<file path="src/rtl/core/pdts_pkg.sv">
`default_nettype none

package pdts_pkg;

    localparam int DAY_ENTRIES = 32;
    localparam int COUNT_BITS  = 20;

    localparam int SLOT_BITS = (DAY_ENTRIES > 1) ? $clog2(DAY_ENTRIES) : 1;
    localparam int USED_BITS = $clog2(DAY_ENTRIES + 1);

    localparam int INDEX_W    = 5;
    localparam int CNT_OUT_W  = 20;
    localparam int ADDR_BITS  = 3;
    localparam int DATA_BITS  = 32;
    localparam int INTERVAL_W = 16;

    // register index carried in paddr[2]
    localparam logic REG_SAMPLE_INTERVAL = 1'b0;
    localparam logic [INTERVAL_W-1:0] INTERVAL_RESET = 16'd1;

    localparam logic [1:0] LVL_NONE = 2'd0;
    localparam logic [1:0] LVL_ONE  = 2'd1;
    localparam logic [1:0] LVL_TWO  = 2'd2;
    localparam logic [1:0] LVL_THREE = 2'd3;

    typedef struct packed {
        logic        [31:0] day_key;
        logic signed [15:0] temperature;
        logic        [1:0]  alert_level;
    } in_t;

    typedef struct packed {
        logic        [INDEX_W-1:0]   day_index;
        logic                        table_full;
        logic signed [15:0]          day_min;
        logic signed [15:0]          day_max;
        logic signed [47:0]          day_sum;
        logic        [CNT_OUT_W-1:0] day_count;
        logic        [CNT_OUT_W-1:0] level1_count;
        logic        [CNT_OUT_W-1:0] level2_count;
        logic        [CNT_OUT_W-1:0] level3_count;
        logic        [31:0]          alert_seconds;
    } out_t;

    // one table slot, as held in a cell
    typedef struct packed {
        logic        [31:0]           day;
        logic signed [15:0]           tmin;
        logic signed [15:0]           tmax;
        logic signed [47:0]           sum;
        logic        [COUNT_BITS-1:0] count;
        logic        [COUNT_BITS-1:0] lvl1;
        logic        [COUNT_BITS-1:0] lvl2;
        logic        [COUNT_BITS-1:0] lvl3;
        logic        [31:0]           alert_time;
    } entry_t;

    function automatic logic [COUNT_BITS-1:0] sat_inc(input logic [COUNT_BITS-1:0] v);
        sat_inc = (v == '1) ? v : v + 1'b1;
    endfunction

endpackage

`default_nettype wire

</file>
<file path="src/rtl/core/pdts_cell.sv">
`default_nettype none

module pdts_cell (
    input  wire logic            clk,
    input  wire logic            shift,
    input  wire pdts_pkg::entry_t d,
    output pdts_pkg::entry_t     q
);
    import pdts_pkg::*;

    entry_t entry_reg;

    always_ff @(posedge clk)
    begin
        if (shift)
        begin
            entry_reg <= d;
        end
    end

    assign q = entry_reg;

endmodule

`default_nettype wire

</file>
<file path="src/rtl/core/pdts_update.sv">
`default_nettype none

module pdts_update (
    input  wire pdts_pkg::entry_t  head,
    input  wire logic              fresh,
    input  wire pdts_pkg::in_t     sample,
    input  wire logic [15:0]       interval,
    output pdts_pkg::entry_t       updated
);
    import pdts_pkg::*;

    entry_t             base;
    logic signed [48:0] sum_wide;
    logic        [32:0] alert_wide;

    always_comb
    begin
        if (fresh)
        begin
            base            = '0;
            base.day        = sample.day_key;
            base.tmin       = sample.temperature;
            base.tmax       = sample.temperature;
        end
        else
        begin
            base = head;
        end

        updated = base;

        if (sample.temperature < base.tmin)
        begin
            updated.tmin = sample.temperature;
        end
        if (sample.temperature > base.tmax)
        begin
            updated.tmax = sample.temperature;
        end

        sum_wide = {base.sum[47], base.sum} + 49'(sample.temperature);
        // sign of the 49-bit sum differs from bit 47 only on overflow
        if (sum_wide[48] != sum_wide[47])
        begin
            updated.sum = sum_wide[48] ? {1'b1, 47'd0} : {1'b0, {47{1'b1}}};
        end
        else
        begin
            updated.sum = sum_wide[47:0];
        end

        updated.count = sat_inc(base.count);

        case (sample.alert_level)
            LVL_ONE:   updated.lvl1 = sat_inc(base.lvl1);
            LVL_TWO:   updated.lvl2 = sat_inc(base.lvl2);
            LVL_THREE: updated.lvl3 = sat_inc(base.lvl3);
            default:   updated.lvl1 = base.lvl1;
        endcase

        alert_wide = {1'b0, base.alert_time} + 33'(interval);
        if (sample.alert_level != LVL_NONE)
        begin
            updated.alert_time = alert_wide[32] ? 32'hFFFF_FFFF : alert_wide[31:0];
        end
    end

endmodule

`default_nettype wire

</file>
<file path="src/rtl/core/per_day_temperature_stats_table_top.sv">
// Per-day temperature statistics table.
// Input channel (in_valid / in_stall / in_data) carries one sample: day key,
// temperature in hundredths of a degree, alert level. Output channel
// (out_valid / out_stall / out_data) returns one result per sample: the
// day's slot with its updated min, max, sum, counts and alert seconds, or
// table_full set with all other fields zero when a new day found no slot.
// The table is a ring of DAY_ENTRIES cells that rotates one slot per clock
// while a sample is scanned, past a single update unit; a sample takes one
// full revolution, in the scan state, then moves to the finish state, which
// loads the result into the output register behind out_valid. No new sample
// is taken before the last one leaves the finish state, but one is taken
// while a finished result still waits in the output register.
// When the receiver stalls, the result holds in out_data; the next result
// waits in the block until the output register frees up.
// Reset clears the slot count (table empty), sets sample_interval_s to 1,
// and drops any sample in flight. sample_interval_s sits at APB address 0.
`default_nettype none

module per_day_temperature_stats_table_top (
    input  wire logic                          clk,
    input  wire logic                          rst_n,
    input  wire logic                          in_valid,
    output logic                               in_stall,
    input  wire pdts_pkg::in_t                 in_data,
    output logic                               out_valid,
    input  wire logic                          out_stall,
    output pdts_pkg::out_t                     out_data,
    input  wire logic                          psel,
    input  wire logic                          penable,
    input  wire logic                          pwrite,
    input  wire logic [pdts_pkg::ADDR_BITS-1:0] paddr,
    input  wire logic [pdts_pkg::DATA_BITS-1:0] pwdata,
    output logic [pdts_pkg::DATA_BITS-1:0]     prdata,
    output logic                               pready
);
    import pdts_pkg::*;

    typedef enum logic [2:0] {
        ST_IDLE   = 3'b001,
        ST_SCAN   = 3'b010,
        ST_FINISH = 3'b100
    } state_t;

    state_t                 state_reg, state_next;
    logic [SLOT_BITS-1:0]   step_reg, step_next;
    logic [USED_BITS-1:0]   used_reg, used_next;
    logic                   found_reg, found_next;
    logic [INTERVAL_W-1:0]  interval_reg;
    in_t                    sample_reg;
    out_t                   res_reg;
    out_t                   out_data_reg;
    logic                   out_valid_reg;
    out_t                   full_res;

    entry_t                 ring [DAY_ENTRIES];
    entry_t                 head, updated, feed;
    logic                   scanning, last_step, hit, create, upd_en;
    logic                   in_xfer, out_load;

    assign in_stall  = (state_reg != ST_IDLE);
    assign in_xfer   = in_valid && !in_stall;
    assign scanning  = (state_reg == ST_SCAN);
    assign last_step = (step_reg == SLOT_BITS'(DAY_ENTRIES - 1));

    assign head   = ring[DAY_ENTRIES-1];
    assign hit    = scanning && !found_reg && (USED_BITS'(step_reg) < used_reg)
                    && (head.day == sample_reg.day_key);
    // every used slot has gone by without a match when the step reaches the count
    assign create = scanning && !found_reg && (USED_BITS'(step_reg) == used_reg);
    assign upd_en = hit || create;

    pdts_update u_update (
        .head     (head),
        .fresh    (create),
        .sample   (sample_reg),
        .interval (interval_reg),
        .updated  (updated)
    );

    assign feed = upd_en ? updated : head;

    for (genvar i = 0; i < DAY_ENTRIES; i++)
    begin : g_cell
        pdts_cell u_cell (
            .clk   (clk),
            .shift (scanning),
            .d     ((i == 0) ? feed : ring[(i == 0) ? 0 : i - 1]),
            .q     (ring[i])
        );
    end

    assign out_load = (state_reg == ST_FINISH) && (!out_valid_reg || !out_stall);

    // dropped sample: flag only
    always_comb
    begin
        full_res            = '0;
        full_res.table_full = 1'b1;
    end

    always_comb
    begin
        state_next = state_reg;
        step_next  = step_reg;
        used_next  = used_reg;
        found_next = found_reg;
        case (state_reg)
            ST_IDLE:
            begin
                if (in_xfer)
                begin
                    state_next = ST_SCAN;
                    step_next  = '0;
                    found_next = 1'b0;
                end
            end
            ST_SCAN:
            begin
                step_next = step_reg + 1'b1;
                if (upd_en)
                begin
                    found_next = 1'b1;
                end
                if (create)
                begin
                    used_next = used_reg + 1'b1;
                end
                if (last_step)
                begin
                    state_next = ST_FINISH;
                    step_next  = '0;
                end
            end
            ST_FINISH:
            begin
                if (out_load)
                begin
                    state_next = ST_IDLE;
                end
            end
            default:
            begin
                state_next = ST_IDLE;
            end
        endcase
    end

    always_ff @(posedge clk or negedge rst_n)
    begin
        if (!rst_n)
        begin
            state_reg     <= ST_IDLE;
            step_reg      <= '0;
            used_reg      <= '0;
            found_reg     <= 1'b0;
            interval_reg  <= INTERVAL_RESET;
            out_valid_reg <= 1'b0;
        end
        else
        begin
            state_reg <= state_next;
            step_reg  <= step_next;
            used_reg  <= used_next;
            found_reg <= found_next;
            if (psel && penable && pwrite && pready && (paddr[2] == REG_SAMPLE_INTERVAL))
            begin
                interval_reg <= pwdata[INTERVAL_W-1:0];
            end
            if (out_load)
            begin
                out_valid_reg <= 1'b1;
            end
            else if (!out_stall)
            begin
                out_valid_reg <= 1'b0;
            end
        end
    end

    always_ff @(posedge clk)
    begin
        if (in_xfer)
        begin
            sample_reg <= in_data;
        end
        if (upd_en)
        begin
            res_reg.day_index     <= INDEX_W'(step_reg);
            res_reg.table_full    <= 1'b0;
            res_reg.day_min       <= updated.tmin;
            res_reg.day_max       <= updated.tmax;
            res_reg.day_sum       <= updated.sum;
            res_reg.day_count     <= CNT_OUT_W'(updated.count);
            res_reg.level1_count  <= CNT_OUT_W'(updated.lvl1);
            res_reg.level2_count  <= CNT_OUT_W'(updated.lvl2);
            res_reg.level3_count  <= CNT_OUT_W'(updated.lvl3);
            res_reg.alert_seconds <= updated.alert_time;
        end
        else if (scanning && last_step && !found_reg)
        begin
            res_reg <= full_res;
        end
        if (out_load)
        begin
            out_data_reg <= res_reg;
        end
    end

    assign out_valid = out_valid_reg;
    assign out_data  = out_data_reg;
    assign pready    = 1'b1;
    assign prdata    = (paddr[2] == REG_SAMPLE_INTERVAL) ? DATA_BITS'(interval_reg) : '0;

    // slot count never passes the table size
    a_used_bound: assert property (@(posedge clk) disable iff (!rst_n)
        used_reg <= USED_BITS'(DAY_ENTRIES))
        else $error("slot count beyond table size");

    // a new result only comes out of the finish state
    a_out_source: assert property (@(posedge clk) disable iff (!rst_n)
        $rose(out_valid) |-> $past(state_reg == ST_FINISH))
        else $error("result without finished scan");

    // a dropped sample is reported only with every slot taken
    a_full_only: assert property (@(posedge clk) disable iff (!rst_n)
        (out_valid && out_data.table_full) |-> (used_reg == USED_BITS'(DAY_ENTRIES)))
        else $error("table_full with free slots");

    // at most one slot is claimed or updated per sample
    a_one_update: assert property (@(posedge clk) disable iff (!rst_n)
        (scanning && found_reg) |-> !upd_en)
        else $error("second update in one scan");

endmodule

`default_nettype wire

</file>
<file path="config.mk">
export PLATFORM = sky130hd
export DESIGN_NAME = per_day_temperature_stats_table_top
export DESIGN_NICKNAME = d
export VERILOG_FILES = /design/src/rtl/core/pdts_pkg.sv /design/src/rtl/core/pdts_cell.sv /design/src/rtl/core/pdts_update.sv /design/src/rtl/core/per_day_temperature_stats_table_top.sv
export SDC_FILE = /design/constraint.sdc
export NUM_CORES = 2
export LEC_CHECK = 0
export ABC_AREA = 1
export BUFFER_PORTS_ARGS = -buffer_cell sky130_fd_sc_hd__buf_2
export CORE_UTILIZATION = 25
export CTS_BUF_LIST = sky130_fd_sc_hd__clkbuf_8
export CTS_CLUSTER_DIAMETER = 150
export DETAILED_ROUTE_END_ITERATION = 8
export GPL_TIMING_DRIVEN = 1
export PLACE_DENSITY = 0.46
export SLEW_MARGIN = 30
export SYNTH_ARGS = -nofsm -noshare
export SYNTH_HDL_FRONTEND = slang
export SYNTH_HIERARCHICAL = 1
export SYNTH_SLANG_ARGS = --single-unit
</file>
<file path="constraint.sdc">
create_clock -name clk -period 137.5 [get_ports clk]
set_input_delay 6.875 -clock clk [delete_from_list [all_inputs] [get_ports clk]]
set_output_delay 6.875 -clock clk [all_outputs]
set_load 0.01 [all_outputs]
</file>
* After elaboration in Yosys (flattened, before gate mapping)
Cells that the tools add are included.
Storage, ports and cells: bits in registers 7646, bits of input ports 92, output and inout port bits 233
Cells by class: $add $sub $neg 8, $lt $le $gt $ge 3, equal/unequal tests 20, mux-type cells 30, bitwise gates (word level) 1, reduce and logical (&&, ||, !) cells 24
Operators by type and width (number):
- 224-bit two-way mux | 2
- 198-bit two-way mux | 2
- 20-bit two-way mux | 7
- 48-bit two-way mux | 2
- 20-bit by 1-bit adder with 20-bit output, second input constant | 4
- 20-bit equality test, second input constant | 4
- 32-bit two-way mux | 2
- 48-bit by 16-bit adder with 49-bit output | 1
- 16-bit two-way mux | 3
- 32-bit by 16-bit adder with 33-bit output | 1
- 32-bit equality test | 1
- 16-bit > comparator | 1
- 16-bit < comparator | 1
- 1-bit logical AND | 11
- 5-bit two-way mux | 2
- 5-bit case mux with 2 select lines | 1
- 3-bit two-way mux | 3
- 3-bit case mux with 3 select lines | 1
- 6-bit by 1-bit adder with 6-bit output, second input constant | 1
- 5-bit by 6-bit equality test with 1-bit output | 1
- 5-bit by 6-bit < comparator with 1-bit output | 1
- 2-bit by 1-bit inequality test with 1-bit output, second input constant | 3
- 3-bit AND reduction | 2
- 2-bit nonzero test | 3
- other kinds (16) | 26

* Logic depth before layout (Yosys ltp)
depth after elaboration 8, depth in mapped cells 35, mapped depth without buffers 27

* By module
Netlist, hierarchy kept.
By module, submodules not included:
- pdts_cell | instances 32, cells each 224, area an instance 6726.5 um2, seq. area each 6726.5 um2
- per_day_temperature_stats_table_top | instances 1, cells each 1863, area an instance 20870.0 um2, seq. area each 14186.1 um2
- pdts_update | instances 1, cells each 2283, area an instance 11438.5 um2, seq. area each 0.0 um2

* Worst setup path before layout
No wires, ideal clock.
kind register to register, start point register state_reg[2], end point register g_cell[0].u_cell.entry_reg (netlist bit g_cell[0].u_cell/q[0]) (enable), setup time 7.410 ns, data arrival time 138.606 ns, data required time 130.090 ns, setup slack -8.516 ns, cell stages (with the launch flop) 4, path buffers 0, period minus slack after synthesis 146.016 ns, path through dfrtp_1 nor2_1 nand2_2 inv_1
On the way: longest elaborated chain between the ends 1
RTL lines:
- from (decl) | RTL line per_day_temperature_stats_table_top.sv:44 | state_t state_reg, state_next;
- from (signal assigned) | RTL line per_day_temperature_stats_table_top.sv:161 | state_reg <= state_next;
- 3-bit by 2-bit equality test with 1-bit output | RTL line per_day_temperature_stats_table_top.sv:62 | assign scanning = (state_reg == ST_SCAN);
- to (signal assigned) | RTL line pdts_cell.sv:17 | entry_reg <= d;
- to (decl) | RTL line pdts_cell.sv:11 | entry_t entry_reg;
No other way between the ends. A chain may end at the register's enable or synchronous reset.

* Worst setup path in the final report
start point input paddr[2] (netlist name), end point output prdata[10] (netlist name)
On the way: longest elaborated chain between the ends 1
RTL lines:
- from (decl) | RTL line per_day_temperature_stats_table_top.sv:31 | input wire logic [pdts_pkg::ADDR_BITS-1:0] paddr,
- 16-bit two-way mux | RTL line per_day_temperature_stats_table_top.sv:212 | assign prdata = (paddr[2] == REG_SAMPLE_INTERVAL) ? DATA_BITS'(interval_reg) : '0;
- to (decl) | RTL line per_day_temperature_stats_table_top.sv:33 | output logic [pdts_pkg::DATA_BITS-1:0] prdata,
No other way between the ends.

==> flow_metrics.py <==
metrics = {
    "status": {
        "status": "completed",
    },
    "routing": {
        "dr.pass1.iters": 7,
        "drt.antenna.violating_nets": 0,
        "wl_um": 430500,
        "drc": 0,
        "dr.first_iter.drc_count": 8884,
        "route.vias.total": 100300,
        "viasPerCell": 3.709,
        "wl_per_cell_um": 15.93,
    },
    "synthesis": {
        "yosysUniqueCellTypes": 58,
        "syn_area_um2": 247600,
        "synth.most_common_cell": "edfxtp_1",
        "netlist.area_leader.share_pct": 92.35,
        "synth.area.top_cells": "edfxtp_1, nand2_1, nand3_1",
        "async_flop_share_pct": 0.4185,
        "synth_top_cells_by_count": "edfxtp_1, nand2_1, inv_1, nand3_1, nor2_1",
        "synth.avg_cell_area_um2": 21.88,
        "synth_cells": 11310,
        "yosysSeqAreaShare_pct": 92.68,
        "yosysTopAreaCell": "edfxtp_1",
        "synth_edf_count": 7613,
        "synth_warnings": 6,
        "ys_ff_latch": 7646,
        "synthFlopType": "edfxtp_1",
    },
    "worst_setup_path": {
        "crit_type": "input port to output pin",
        "start_kind": "input port",
        "reg2reg_depth": 26,
        "cpMostUsedCell": "buf_2",
        "path_cells": "buf_2 -> nor2_1 -> buf_2",
        "critPathMaxFanout": 17,
        "r2r_start": "used_reg[3]",
        "crit_end": "prdata[10]",
        "critPathSlowestCell": "buf_2",
        "slowest_delay_ns": 0.26,
        "required_ns": 130.62,
        "cp-end-kind": "output pin",
        "r2r_setup_slack_ns": 130.52,
        "startpoint": "paddr[2]",
        "rr_endpoint": "g_cell[0].u_cell/q[147]",
        "arrival_ns": 7.38,
    },
    "power_and_ir_drop": {
        "pwr_density_cell_nw_per_um2": 20.24,
        "vdd_ir_drop_max_v": 0.00001442,
        "p_leak_nw": 95.73,
        "totalPowerFinal_w": 0.005856,
    },
    "sta": {
        "fmax_mhz": 70.14,
        "finalMaxSlewViolations": 0,
        "hold_viol_final": 0,
        "rsz0062_at_grt": "false",
        "setup_viol": 0,
        "relSlewSlack_pct": 32.56,
        "worst_slew_pin_slew_ns": 1.012,
        "fin_skew_ns": 0.1127,
        "period_minus_slack_ns": 14.26,
        "worst_hold_slack_ns": 0.3182,
        "setup_tns_ns": 0,
        "fin_crit_sh_pct": 10.37,
    },
    "global_route": {
        "grt.total_usage_pct": 8.328,
        "antenna_found_initial": 40,
        "grt_pass1_vias": 101400,
        "grt-ovfl-total": 0,
        "grt_pass1_wl_um": 638300,
        "grt_max_degree": 205,
    },
    "clock_network": {
        "postCtsSetupBuffers": 0,
        "root_buffer": "clkbuf_8",
        "cts.repair.resized": 0,
        "h-tree-depth": 7,
        "cts_max_path_buffers": 5,
        "numCtsBuffers": 1265,
        "ctsHoldBuffers": 0,
        "clkTransAtPathRegs_ns": 0.06,
        "cts_tree": "yes",
        "clock_sinks": 7646,
        "clk_latency_ns": 1.33,
    },
    "place": {
        "gp_congestion": 0.7698,
        "io_buffers": 289,
        "dpl.hpwl_um": 237100,
    },
    "floorplanning": {
        "fp-row-count": 365,
        "core_area_um2": 987400,
        "die_area_um2": 994200,
        "die_h_um": 997.1,
        "start_util_pct": 25.07,
        "die_x_um": 997.1,
        "io-pin-count": 325,
    },
    "layout": {
        "syn2layout_area_growth_pct": 16.88,
        "drive_above_1_share_pct": 14.86,
        "largest_reg_flops": 7168,
        "nets": 13040,
    },
    "min_path": {
        "min_path_type": "flop to flop",
    },
    "job": {
        "max-cap-violations": 0,
    },
}
==> cell usage in the layout, fill, tap and decap left out, types with 37 or more instances in the layout <==
cell      count
o21ai_0      85
a21boi_1     42
edfxtp_1   7613
ha_1        107
buf_4        85
xor2_1       84
diode_2      37
nand4_1      76
clkinv_2     68
buf_2       288
a21boi_0    150
a21oi_1     153
clkbuf_8   1274
clkinv_1    260
nand2_1    1324
xnor2_1      45
nand3_1     357
nor2_1      353
inv_1       927
nor3_1       38
==> stage by stage <==
stage	instances	util (%)	worst slack [ns]	cell area, µm²
after detailed placement	24770	26.93	123.24	265900
after CTS	26980	29.26	123.24	288900
after global placement	24770	26.92	123.26	265800
after floorplan	11330	-	28.41	247600
final	27030	29.31	123.24	289300
after global routing	27010	29.30	123.20	289300
==> area by class of cell <==
class,count,area (µm²)
Fill cell,96850,698000
Sequential cell,7646,229400
Inverter,489,1856
Multi-Input combinational cell,3001,15340
Antenna cell,37,92.59
Clock buffer,1274,17530
Clock inverter,939,5461
Tap cell,13210,16530
Timing Repair Buffer,432,3100
==> report_power, final <==
part	switching [W]	total (W)	internal [W]	leakage (nW)
registers	0.000136	0.00339	0.00325	70.2
clock network	0.000908	0.00183	0.000921	13.3
logic	0.000519	0.000638	0.000119	12.2
total	0.00156	0.00586	0.00429	95.7
==> routing by layer <==
| layer | track usage [%] | vias up | share of wire, % |
|---|---|---|---|
| li1 | - | 46410 | - |
| met1 | 12.11 | 50870 | 49 |
| met2 | 11.67 | 2057 | 42 |
| met3 | 2.208 | 913 | 5.5 |
| met4 | 3.561 | 6 | 3.4 |
| met5 | 0 | - | 0.010 |
==> worst max-delay path: cells and delay by family <==
kind,cells,cell delay [ns]
buffers and inverters,2,0.41
AND/OR/NAND/NOR,1,0.10
==> cell families after synthesis <==
group	synth area share [%]
compound gates	1.219
flops	92.68
xor+xnor	0.4599
fa+ha+maj	0.5570
buf+inv	1.178
simple gates	3.904
other cells	0.003034
==> worst min-delay path by stage <==
stage | start | depth (start not counted) | endpoint | slack, ns
CTS | g_cell[15].u_cell/q[40] | 0 | g_cell[16].u_cell/q[40] | 0.32
floorplan | g_cell[9].u_cell/q[0] | 0 | g_cell[10].u_cell/q[0] | 0.40
global route | g_cell[17].u_cell/q[162] | 0 | g_cell[18].u_cell/q[162] | 0.33
global placement | g_cell[2].u_cell/q[194] | 0 | g_cell[3].u_cell/q[194] | 0.40
detailed placement | g_cell[9].u_cell/q[135] | 0 | g_cell[10].u_cell/q[135] | 0.40
finish | g_cell[12].u_cell/q[184] | 0 | g_cell[13].u_cell/q[184] | 0.32
No activity file was read; power rests on OpenSTA's default activity.
